`config.mk`:
```
export PLATFORM = sky130hd
export DESIGN_NAME = ultrasonic_range_to_servo
export DESIGN_NICKNAME = d
export VERILOG_FILES = /design/src/design/urs_pkg.sv /design/src/design/urs_scale.sv /design/src/design/ultrasonic_range_to_servo.sv
export SDC_FILE = /design/constraint.sdc
export NUM_CORES = 1
export LEC_CHECK = 0
export BUFFER_PORTS_ARGS = -buffer_cell sky130_fd_sc_hd__buf_2
export CELL_PAD_IN_SITES_DETAIL_PLACEMENT = 1
export CELL_PAD_IN_SITES_GLOBAL_PLACEMENT = 1
export CORE_AREA = 2 2 174 218
export CTS_CLUSTER_DIAMETER = 100
export DETAILED_ROUTE_END_ITERATION = 7
export DIE_AREA = 0 0 176 220
export PLACE_DENSITY_LB_ADDON = 0.1
export SYNTH_ARGS = -nofsm -noshare
export SYNTH_HDL_FRONTEND = slang
export SYNTH_SLANG_ARGS = --single-unit
```
`constraint.sdc`:
```
create_clock -name i_clk -period 9.6 [get_ports i_clk]
set_input_delay 0.48 -clock i_clk [delete_from_list [all_inputs] [get_ports i_clk]]
set_output_delay 0.48 -clock i_clk [all_outputs]
set_load 0.005 [all_outputs]
```
`src/design/urs_pkg.sv`:
```
package urs_pkg;

    typedef enum logic [2:0] {
        PH_IDLE      = 3'd0,
        PH_TRIG_LOW  = 3'd1,
        PH_TRIG_HIGH = 3'd2,
        PH_WAIT_RISE = 3'd3,
        PH_MEASURE   = 3'd4
    } t_phase;

    typedef enum logic [1:0] {
        ST_OK       = 2'd0,
        ST_NO_ECHO  = 2'd1,
        ST_TOO_LONG = 2'd2
    } t_status;

    localparam int CountW    = 17;
    localparam int DistW     = 8;
    localparam int ServoW    = 10;
    localparam int BaseW     = 9;
    localparam int CfgAddrW  = 3;
    localparam int CfgDataW  = 16;
    localparam int InDataW   = 8;
    localparam int OutDataW  = 24;

    // register indexes on the config port
    localparam logic [CfgAddrW-1:0] REG_RISE_TMO  = 3'd0;
    localparam logic [CfgAddrW-1:0] REG_WIDTH_TMO = 3'd1;
    localparam logic [CfgAddrW-1:0] REG_MAX_DIST  = 3'd2;
    localparam logic [CfgAddrW-1:0] REG_TRIG_W    = 3'd3;
    localparam logic [CfgAddrW-1:0] REG_SERVO_BASE = 3'd4;

    localparam logic [CountW-1:0] LOW_TICKS = 17'd2;

    // count/58 == (count * 144632) >> 23, exact for count < 174762
    localparam logic [17:0] DIV58_MUL   = 18'd144632;
    localparam int          DIV58_SHIFT = 23;
    // floor(6*d/5) == (d * 6 * 1639) >> 13, exact for d < 455
    localparam logic [13:0] SERVO_MUL   = 14'd9834;
    localparam int          SERVO_SHIFT = 13;

    // front-end result of one tick, before distance scaling
    typedef struct packed {
        logic                trig;
        logic                busy;
        logic                done;
        t_status             status;
        logic [CountW-1:0]   count;
    } t_meas;

    typedef struct packed {
        logic                trig;
        logic                busy;
        logic                done;
        logic [DistW-1:0]    distance;
        t_status             status;
        logic [ServoW-1:0]   servo;
        logic                servo_valid;
    } t_res;

endpackage

```
`src/design/urs_scale.sv`:
```
module urs_scale (
    input  logic                          i_clk,
    input  logic                          i_rst_n,
    input  logic                          i_adv,
    input  logic                          i_valid,
    input  urs_pkg::t_meas                i_meas,
    input  logic [urs_pkg::DistW-1:0]     i_max_dist,
    input  logic [urs_pkg::BaseW-1:0]     i_servo_base,
    output logic                          o_valid,
    output urs_pkg::t_res                 o_res
);

    logic                  r_v2;
    logic                  r_v3;
    urs_pkg::t_res         r_s2;
    urs_pkg::t_res         r_s3;
    urs_pkg::t_res         n_s2;
    urs_pkg::t_res         n_s3;

    logic [34:0]           w_prod58;
    logic [11:0]           w_quot;
    logic [12:0]           w_dist_full;
    logic [21:0]           w_prod_srv;
    logic [8:0]            w_scaled;

    // stage 2: distance = count/58 + 1, clamped, for a done OK result; else zero
    always_comb begin
        w_prod58    = 35'(i_meas.count) * 35'(urs_pkg::DIV58_MUL);
        w_quot      = 12'(w_prod58 >> urs_pkg::DIV58_SHIFT);
        w_dist_full = 13'(w_quot) + 13'd1;
        n_s2             = '0;
        n_s2.trig        = i_meas.trig;
        n_s2.busy        = i_meas.busy;
        n_s2.done        = i_meas.done;
        n_s2.status      = i_meas.status;
        if (i_meas.done && i_meas.status == urs_pkg::ST_OK) begin
            if (w_dist_full > 13'(i_max_dist)) begin
                n_s2.distance = i_max_dist;
            end else begin
                n_s2.distance = w_dist_full[urs_pkg::DistW-1:0];
            end
        end
    end

    // stage 3: servo = base + floor(6*distance/5) when done and distance is nonzero; else zero
    always_comb begin
        w_prod_srv = 22'(r_s2.distance) * 22'(urs_pkg::SERVO_MUL);
        w_scaled   = 9'(w_prod_srv >> urs_pkg::SERVO_SHIFT);
        n_s3       = r_s2;
        if (r_s2.done && r_s2.distance != '0) begin
            n_s3.servo       = 10'(i_servo_base) + 10'(w_scaled);
            n_s3.servo_valid = 1'b1;
        end else begin
            n_s3.servo       = '0;
            n_s3.servo_valid = 1'b0;
        end
    end

    always_ff @(posedge i_clk) begin
        if (!i_rst_n) begin
            r_v2 <= 1'b0;
            r_v3 <= 1'b0;
        end else if (i_adv) begin
            r_v2 <= i_valid;
            r_v3 <= r_v2;
        end
    end

    always_ff @(posedge i_clk) begin
        if (i_adv) begin
            r_s2 <= n_s2;
            r_s3 <= n_s3;
        end
    end

    assign o_valid = r_v3;
    assign o_res   = r_s3;

endmodule

```
`src/design/ultrasonic_range_to_servo.sv`:
```
// channel   dir  width  contents
// s_axis    in   8      tick: echo level, start request
// m_axis    out  24     tick result: trigger, busy, done, distance, status, servo
// cfg       in   16     register writes, index 0..4
//
// One tick is accepted per cycle while the output is not stalled; its result
// is registered by phase update, divide by 58 and clamp, then servo scaling.
// The phase/count state moves only on an accepted beat, so stalls on either
// side freeze the measurement. All three stages advance together when the
// output register is empty or being taken. Reset is synchronous, active low,
// and restores the register defaults.
module ultrasonic_range_to_servo (
    input  logic                             i_clk,
    input  logic                             i_rst_n,
    input  logic                             s_axis_tvalid,
    output logic                             s_axis_tready,
    // [0] echo_level, [1] start_req, [7:2] zero
    input  logic [urs_pkg::InDataW-1:0]      s_axis_tdata,
    output logic                             m_axis_tvalid,
    input  logic                             m_axis_tready,
    // [0] trigger_out, [1] busy_res, [2] done_res, [10:3] distance_cm,
    // [12:11] status, [22:13] servo_value, [23] servo_valid
    output logic [urs_pkg::OutDataW-1:0]     m_axis_tdata,
    input  logic                             i_cfg_we,
    input  logic [urs_pkg::CfgAddrW-1:0]     i_cfg_addr,
    input  logic [urs_pkg::CfgDataW-1:0]     i_cfg_wdata
);

    logic [15:0]                 r_rise_tmo;
    logic [15:0]                 r_width_tmo;
    logic [urs_pkg::DistW-1:0]   r_max_dist;
    logic [7:0]                  r_trig_w;
    logic [urs_pkg::BaseW-1:0]   r_servo_base;

    urs_pkg::t_phase             r_phase;
    urs_pkg::t_phase             n_phase;
    logic [urs_pkg::CountW-1:0]  r_count;
    logic [urs_pkg::CountW-1:0]  n_count;
    logic [urs_pkg::CountW-1:0]  w_inc;

    logic                        r_v1;
    urs_pkg::t_meas              r_meas;
    urs_pkg::t_meas              n_meas;

    logic                        w_adv;
    logic                        w_acc;
    logic                        w_echo;
    logic                        w_start;
    logic                        w_out_valid;
    urs_pkg::t_res               w_res;

    assign w_adv         = !w_out_valid || m_axis_tready;
    assign s_axis_tready = w_adv;
    assign w_acc         = s_axis_tvalid && w_adv;
    assign w_echo        = s_axis_tdata[0];
    assign w_start       = s_axis_tdata[1];

    always_ff @(posedge i_clk) begin
        if (!i_rst_n) begin
            r_rise_tmo   <= 16'd5000;
            r_width_tmo  <= 16'd30000;
            r_max_dist   <= 8'd50;
            r_trig_w     <= 8'd10;
            r_servo_base <= 9'd160;
        end else if (i_cfg_we) begin
            unique case (i_cfg_addr)
                urs_pkg::REG_RISE_TMO:   r_rise_tmo   <= i_cfg_wdata;
                urs_pkg::REG_WIDTH_TMO:  r_width_tmo  <= i_cfg_wdata;
                urs_pkg::REG_MAX_DIST:   r_max_dist   <= i_cfg_wdata[7:0];
                urs_pkg::REG_TRIG_W:     r_trig_w     <= i_cfg_wdata[7:0];
                urs_pkg::REG_SERVO_BASE: r_servo_base <= i_cfg_wdata[8:0];
                default: ;
            endcase
        end
    end

    always_comb begin
        w_inc   = r_count + 17'd1;
        n_phase = r_phase;
        n_count = r_count;
        n_meas  = '0;
        n_meas.status = urs_pkg::ST_OK;
        unique case (r_phase)
            urs_pkg::PH_TRIG_LOW: begin
                n_count = w_inc;
                if (w_inc >= urs_pkg::LOW_TICKS) begin
                    n_phase = urs_pkg::PH_TRIG_HIGH;
                    n_count = '0;
                end
            end
            urs_pkg::PH_TRIG_HIGH: begin
                n_meas.trig = 1'b1;
                n_count     = w_inc;
                if (w_inc >= 17'(r_trig_w)) begin
                    n_phase = urs_pkg::PH_WAIT_RISE;
                    n_count = '0;
                end
            end
            urs_pkg::PH_WAIT_RISE: begin
                if (w_echo) begin
                    n_phase = urs_pkg::PH_MEASURE;
                    n_count = 17'd1;  // rise tick is the first high tick
                end else begin
                    n_count = w_inc;
                    if (w_inc > 17'(r_rise_tmo)) begin
                        n_phase       = urs_pkg::PH_IDLE;
                        n_count       = '0;
                        n_meas.done   = 1'b1;
                        n_meas.status = urs_pkg::ST_NO_ECHO;
                    end
                end
            end
            urs_pkg::PH_MEASURE: begin
                if (!w_echo) begin
                    n_phase      = urs_pkg::PH_IDLE;
                    n_count      = '0;
                    n_meas.done  = 1'b1;
                    n_meas.count = r_count;
                end else begin
                    n_count = w_inc;
                    if (w_inc > 17'(r_width_tmo)) begin
                        n_phase       = urs_pkg::PH_IDLE;
                        n_count       = '0;
                        n_meas.done   = 1'b1;
                        n_meas.status = urs_pkg::ST_TOO_LONG;
                    end
                end
            end
            default: begin
                n_phase = urs_pkg::PH_IDLE;
                if (w_start) begin
                    n_phase = urs_pkg::PH_TRIG_LOW;
                    n_count = 17'd1;  // start tick is the first low tick
                end
            end
        endcase
        n_meas.busy = (n_phase != urs_pkg::PH_IDLE);
    end

    always_ff @(posedge i_clk) begin
        if (!i_rst_n) begin
            r_phase <= urs_pkg::PH_IDLE;
            r_count <= '0;
        end else if (w_acc) begin
            r_phase <= n_phase;
            r_count <= n_count;
        end
    end

    always_ff @(posedge i_clk) begin
        if (!i_rst_n) begin
            r_v1 <= 1'b0;
        end else if (w_adv) begin
            r_v1 <= s_axis_tvalid;
        end
    end

    always_ff @(posedge i_clk) begin
        if (w_adv) begin
            r_meas <= n_meas;
        end
    end

    urs_scale u_scale (
        .i_clk        (i_clk),
        .i_rst_n      (i_rst_n),
        .i_adv        (w_adv),
        .i_valid      (r_v1),
        .i_meas       (r_meas),
        .i_max_dist   (r_max_dist),
        .i_servo_base (r_servo_base),
        .o_valid      (w_out_valid),
        .o_res        (w_res)
    );

    assign m_axis_tvalid = w_out_valid;
    assign m_axis_tdata  = {w_res.servo_valid, w_res.servo, w_res.status,
                            w_res.distance, w_res.done, w_res.busy, w_res.trig};

    a_servo_needs_done: assert property (@(posedge i_clk) disable iff (!i_rst_n)
        m_axis_tvalid && m_axis_tdata[23] |-> m_axis_tdata[2])
        else $error("servo_valid without done");

    a_done_not_busy: assert property (@(posedge i_clk) disable iff (!i_rst_n)
        m_axis_tvalid |-> !(m_axis_tdata[1] && m_axis_tdata[2]))
        else $error("busy and done on the same tick");

    a_start_from_idle: assert property (@(posedge i_clk) disable iff (!i_rst_n)
        w_acc && r_phase == urs_pkg::PH_IDLE && w_start
        |=> r_phase == urs_pkg::PH_TRIG_LOW)
        else $error("start in idle did not enter trigger low");

    a_phase_holds: assert property (@(posedge i_clk) disable iff (!i_rst_n)
        !w_acc |=> $stable(r_phase) && $stable(r_count))
        else $error("measurement state moved without a tick");

endmodule
```
Yosys cells after proc, flatten, opt, wreduce, memory -nomap -nowiden
Index checks and enable logic that the tools add are counted.
{ "op_classes": {"n_mux": 25, "eq_ne": 8, "n_mul": 2, "n_bitwise": 1, "order_cmp": 5, "addsub": 3, "n_reduce_logical": 17} }
{ "op_table": {"columns": ["op", "count"], "rows": [
  ["$mux 17", 7],
  ["$pmux 17 s4", 1],
  ["$gt 17x16->1", 2],
  ["$mul 17x15->32 const B", 1],
  ["$mux 3", 9],
  ["$mul 8x13->21 const B", 1],
  ["$add 17x1->17 const B", 1],
  ["$ge 17x2->1 const B", 1],
  ["$ge 17x8->1", 1],
  ["$add 12x1->13 const B", 1],
  ["$gt 13x8->1", 1],
  ["$eq 3x2->1 const B", 4],
  ["$pmux 3 s4", 1],
  ["$reduce_and 2->1", 6],
  ["$add 9x9->10", 1],
  ["$mux 8", 1],
  ["$reduce_bool 8->1", 1],
  ["$eq 3x1->1 const B", 2],
  ["$eq 3x3->1 const B", 2],
  ["$pmux 3 s2", 1],
  ["$reduce_bool 5->1", 1],
  ["$mux 1", 4],
  ["$logic_and 1x1->1", 3],
  ["$logic_not 3->1", 1],
  ["7 further kinds", 7]
]} }
{ "word_totals": {"in_bits": 32, "regBits": 139, "output_inout_bits": 26} }

Depth between registers and ports, before layout
{ "logic_depth": {"ltp_word": 6, "mapped_depth": 31, "mapped_depth_nobuf": 31} }

Modules after synthesis
From an unflattened synthesis, not the netlist that was laid out.
{ "unflattened": {"hier_cells": 1496, "area_unflattened_um2": 14146.1} }
{ "by_module_without_submodules": {"columns": ["mod", "seq_area_each_um2", "area_per_inst_um2", "cells_each", "instances"], "rows": [
  ["urs_scale", 1151.1, 8582.0, 843, 1],
  ["ultrasonic_range_to_servo", 2222.1, 5564.1, 653, 1]
]} }

Least setup slack after synthesis
No wires, ideal clock.
{ "synth_timing": {"kind": "reg2reg", "start": "register r_meas[14] (netlist bit)", "end": "register u_scale.r_s2, in the netlist u_scale.n_s3[15], data pin", "arrival_ps": 7136, "path_buffers": 0, "setup_slack_ps": 2200, "period_less_slack_ps": 7400, "path_stages_with_launch": 29, "cell_sequence": "edfxtp_1 > fa_1 > inv_1 > fa_1 > inv_1 > fa_1 > fa_1 > fa_1 > inv_1 > fa_1 > inv_1 > ha_1 > nand4_1 > nor2_1 > a2111oi_2 > nand2_1 > a311oi_1 > a211oi_1 > a31oi_1 > o21ai_0 > nor2b_1 > ha_1 > nand2_1 > nor3_1 > a211oi_1 > nor4_1 > mux2i_1 > nor3_1 > nor3_1"} }
{ "synth_via": {"elab_chain_len": 4} }
{ "synth_lines": {"columns": ["item", "line_no", "text"], "rows": [
  ["start: declaration", "ultrasonic_range_to_servo.sv:42", "urs_pkg::t_meas r_meas;"],
  ["start signal: assignment", "ultrasonic_range_to_servo.sv:160", "r_meas <= n_meas;"],
  ["$mul 17x15->32 *", "urs_scale.sv:28", "w_prod58 = 35'(i_meas.count) * 35'(urs_pkg::DIV58_MUL);"],
  ["$add 12x1->13 *", "urs_scale.sv:30", "w_dist_full = 13'(w_quot) + 13'd1;"],
  ["$gt 13x8->1", "urs_scale.sv:37", "if (w_dist_full > 13'(i_max_dist)) begin"],
  ["$mux 8 *", "urs_scale.sv:37", null],
  ["end signal: assignment", "urs_scale.sv:71", "r_s2 <= n_s2;"],
  ["end: declaration", "urs_scale.sv:15", "urs_pkg::t_res r_s2;"]
]} }
Mark *: on every way between the ends. The rest lies on a longest branch, timed or not.
A chain may end at the register's enable or synchronous reset.

Worst setup path after layout
{ "layout_timing": {"start": "register r_meas[8] (netlist bit)", "end": "register u_scale.r_s2, in the netlist u_scale.n_s3[13], data pin"} }
The elaborated chain is that of the path after synthesis.

==> summary.md <==
| Metric | Value |
|---|---|
| Max-slew headroom | 31.6% |
| Lkg Pwr | 7.85 nW |
| Power Dens Cells | between 100 and 150 nW/um^2 |
| Hold-fix buffers, CTS | 0 |
| F_max | between 100 and 150 MHz |
| Sw Ratio | between 20% and 30% |
| Largest net degree at the start of global routing | 62 |
| GRT overflow | 0 |
| Final setup fails | 0 |
| Synth area leaders | ha_1, fa_1, edfxtp_1, dfxtp_1, inv_1 |
| CP top delay family | adder cells |
| Setup TNS | 0 ps |
| Number of CTS-inserted buffers | 17 |
| Crit-path max FO | 10 |
| Min Hold Slack | between 200 and 300 ps |
| Fin crit period | around 8700 ps |
| Slowest Stage Delay on Critical Path | between 700 and 800 ps |
| CP Buf/Inv Count | 2 |
| Initial antenna violation count | 1 |
| DR iter-0 viols | a little over 300 |
| Critical path data arrival time | around 9000 ps |
| Fin util | between 40% and 50% |
| Share of cells above drive strength 1 | about 7.2% |
| Starting Density | a little over a third |
| Post-DRT Antenna Nets | 0 |
| Mapped Cells | between 1000 and 1500 |
| Critical Path RT | between 9000 and 10000 ps |
| Die Wd | between 150 and 200 um |
| Top FF cell, synth | dfxtp_1 |
| Share of power burned in the clock network | ~41% |
| Reg power frac | roughly 40% |
| Filler instances | between 4000 and 5000 |
| Net Sw Power | 0.000466 W |
| Final Wtd Congestion | approximately 0.79 |
| Pre-CTS WS | slightly above 900 ps |
| Post-CTS Resized | 0 |
| Yosys cell types | 68 |
| PortBufs | a little over 50 |
| Number of core rows | 79 |
| Cell Int Power | around 0.0011 W |
| First-pass GRT wire length | between 50 and 60 mm |
| Combinational power share | 18.2% |
| Vias in the first global route | 10700 |
| Mean Syn Cell Area | around 9.4 um^2 |
| Total number of vias | 9754 |
| GR Util All Layers | 19.0% |
| Max_cap viols | 0 |
| Die Y | 220 um |
| Final hold violations | 0 |
| # DRC | 0 |
| # IOs | between 50 and 60 |
| Yosys warning count | 0 |
| DP HPWL | 27.5 mm |
| Post-synth EDFFs | 59 |
| Clock latency on the worst-skew pair | between 400 and 500 ps |
| Status | completed |
| Type of origin of the critical path | register |
| Final Cycle Share | between 90% and 100% |
| Via density | a little under 5 |
| Post-synth top cells | ha_1, inv_1, nand2_1, fa_1, a21oi_1 |
| Most frequent cell after synthesis | ha_1 |
| Setup Fix Bufs, Post-CTS | 0 |
| Clock buffer depth | 2 |
| Clk root buf | clkbuf_16 |
| Die area | about 39000 um^2 |
| Worst-path clk slew | 60 ps |
| Measured slew at the worst slew-check pin | between 1000 and 1500 ps |
| Core region area | 36900 um^2 |
| Slowest cell on crit path | edfxtp_1 |
| Design Area, Final | between 10000 and 15000 um^2 |
| Clock tree sinks | about 140 |
| CTS tree | done |
| Mapped Nets | approximately 1800 |
| Critical path capture point type | register |
| VDD IR max | about 0.11 mV |
| Layout Nets | roughly 1800 |
| WL/cell | roughly 17 um |
| RSZ-0062 raised after global routing | no |
| Drt pass-1 iters | 4 |
| Routed WL | 34.3 mm |
| Seq cells post-synth | about 140 |
| Synth top area share | 22.7% |
| Clock skew | around 6.3 ps |
| Cell taking the most area after synthesis | ha_1 |
| Critical path class | reg2reg |
| Asr flop ratio synth | 0% |
| Area growth from synthesis to layout | 10.2% |
| Placed Instance Area | 14200 um^2 |
| Final setup margin | ~900 ps |
| Htree depth | 4 |
| Fraction of the yosys area taken by sequential cells | about 25% |
| Worst min path class | in2reg |
| Cell Area, Synth | 13400 um^2 |
| Max-slew violations | 0 |
-- path summary, 6_finish.rpt --
path | slack (ps) | depth (start not counted) | endpoint | startpoint
max reg2reg | 900 | 28 | u_scale.n_s3[13] | r_meas[8]
min | 280 | 3 | r_width_tmo[13] | i_cfg_wdata[13]
max | 900 | 28 | u_scale.n_s3[13] | r_meas[8]
min reg2reg | 420 | 0 | u_scale.n_s3[22] | r_meas[20]
-- worst register-to-register path, delay by kind of cell (launching register included) --
kind,cells,cell delay [ps]
fa+ha+maj,8,3190
compound gates,9,2720
simple gates,7,1070
flops,1,760
mux,1,540
xor+xnor,1,180
buf+inv,2,90
-- cells by family (layout without fill, tap and decap cells) --
kind of cell / Yosys count / after routing / synth area share [%]
buffers and inverters: 262 / 322 / 7.44
adders and majority gates: 346 / 346 / 38.1
other: 0 / 1 / 0
AOI/OAI and AO/OA: 233 / 233 / 11.2
and+or+nand+nor: 378 / 378 / 13.9
xor gates and xnor gates: 57 / 57 / 3.73
muxes: 5 / 5 / 0.420
DFF: 139 / 139 / 25.2
-- layer usage --
layer  vias up  track usage [%]  wire length (um)
li1       4865                -                 -
met1      4772             22.9             15100
met2        85             35.6             17900
met3        30             2.29               771
met4         2             5.29               564
met5         -                0                 9
-- stage by stage --
| stage | power (W) | instances |
|---|---|---|
| 2_1_floorplan | 0.000880 | 1420 |
| 3_3_place_gp | 0.000971 | 1934 |
| 3_5_place_dp | 0.000978 | 1934 |
| 4_1_cts | 0.00165 | 1966 |
| 5_1_grt | 0.00172 | 1966 |
| 6_report | 0.00162 | 1967 |
-- power groups by stage --
stage,logic (W),clock network (W),registers [W]
6_report,0.000294,0.000659,0.000663
2_1_floorplan,0.000215,0,0.000666
5_1_grt,0.000351,0.000699,0.000666
3_3_place_gp,0.000295,0,0.000676
4_1_cts,0.000305,0.000677,0.000664
3_5_place_dp,0.000301,0,0.000676
-- registers in the layout, indices dropped and copies added, names as in the netlist --
signal           count
r_count             17
r_max_dist           8
r_meas              22
r_phase              3
r_rise_tmo          16
r_servo_base         9
r_trig_w             8
r_v1                 1
r_width_tmo         16
u_scale.n_s3        13
u_scale.o_res       24
u_scale.o_valid      1
u_scale.r_v2         1
-- cell usage in the layout (no fill, tap or decap), types with 3 or more instances in the layout --
master	count
fa_1	103
and2_1	40
dfxtp_1	80
o21ai_1	7
and4_1	6
and3_1	4
nor4_1	4
nand3_1	18
a31oi_1	7
nor3_1	25
a211oi_1	11
nand4_1	19
xor2_1	31
o21a_1	11
nor3b_1	3
nor2_1	58
o21ai_0	27
ha_1	243
nand2_1	155
o21bai_1	8
a21boi_0	3
buf_2	51
o211ai_1	22
nand2b_1	13
xnor2_1	26
edfxtp_1	59
nor2b_1	10
clkinv_4	3
or3_1	4
clkbuf_16	20
a21oi_1	84
o22ai_1	3
a21o_1	30
inv_1	235
or2_2	6
-- cell type report --
type                       instances  area, um^2  share of cell area, %
clock inverter                     7        51.3                  0.348
inverter                         237         890                   6.03
timing repair buffer              53         270                   1.83
multi-input combinational       1019        9020                   61.1
clock buffer                      25         541                   3.66
antenna                            1        2.50                 0.0170
sequential                       139        3370                   22.9
tap                              486         608                   4.12
(Power assumes the default switching activity.)
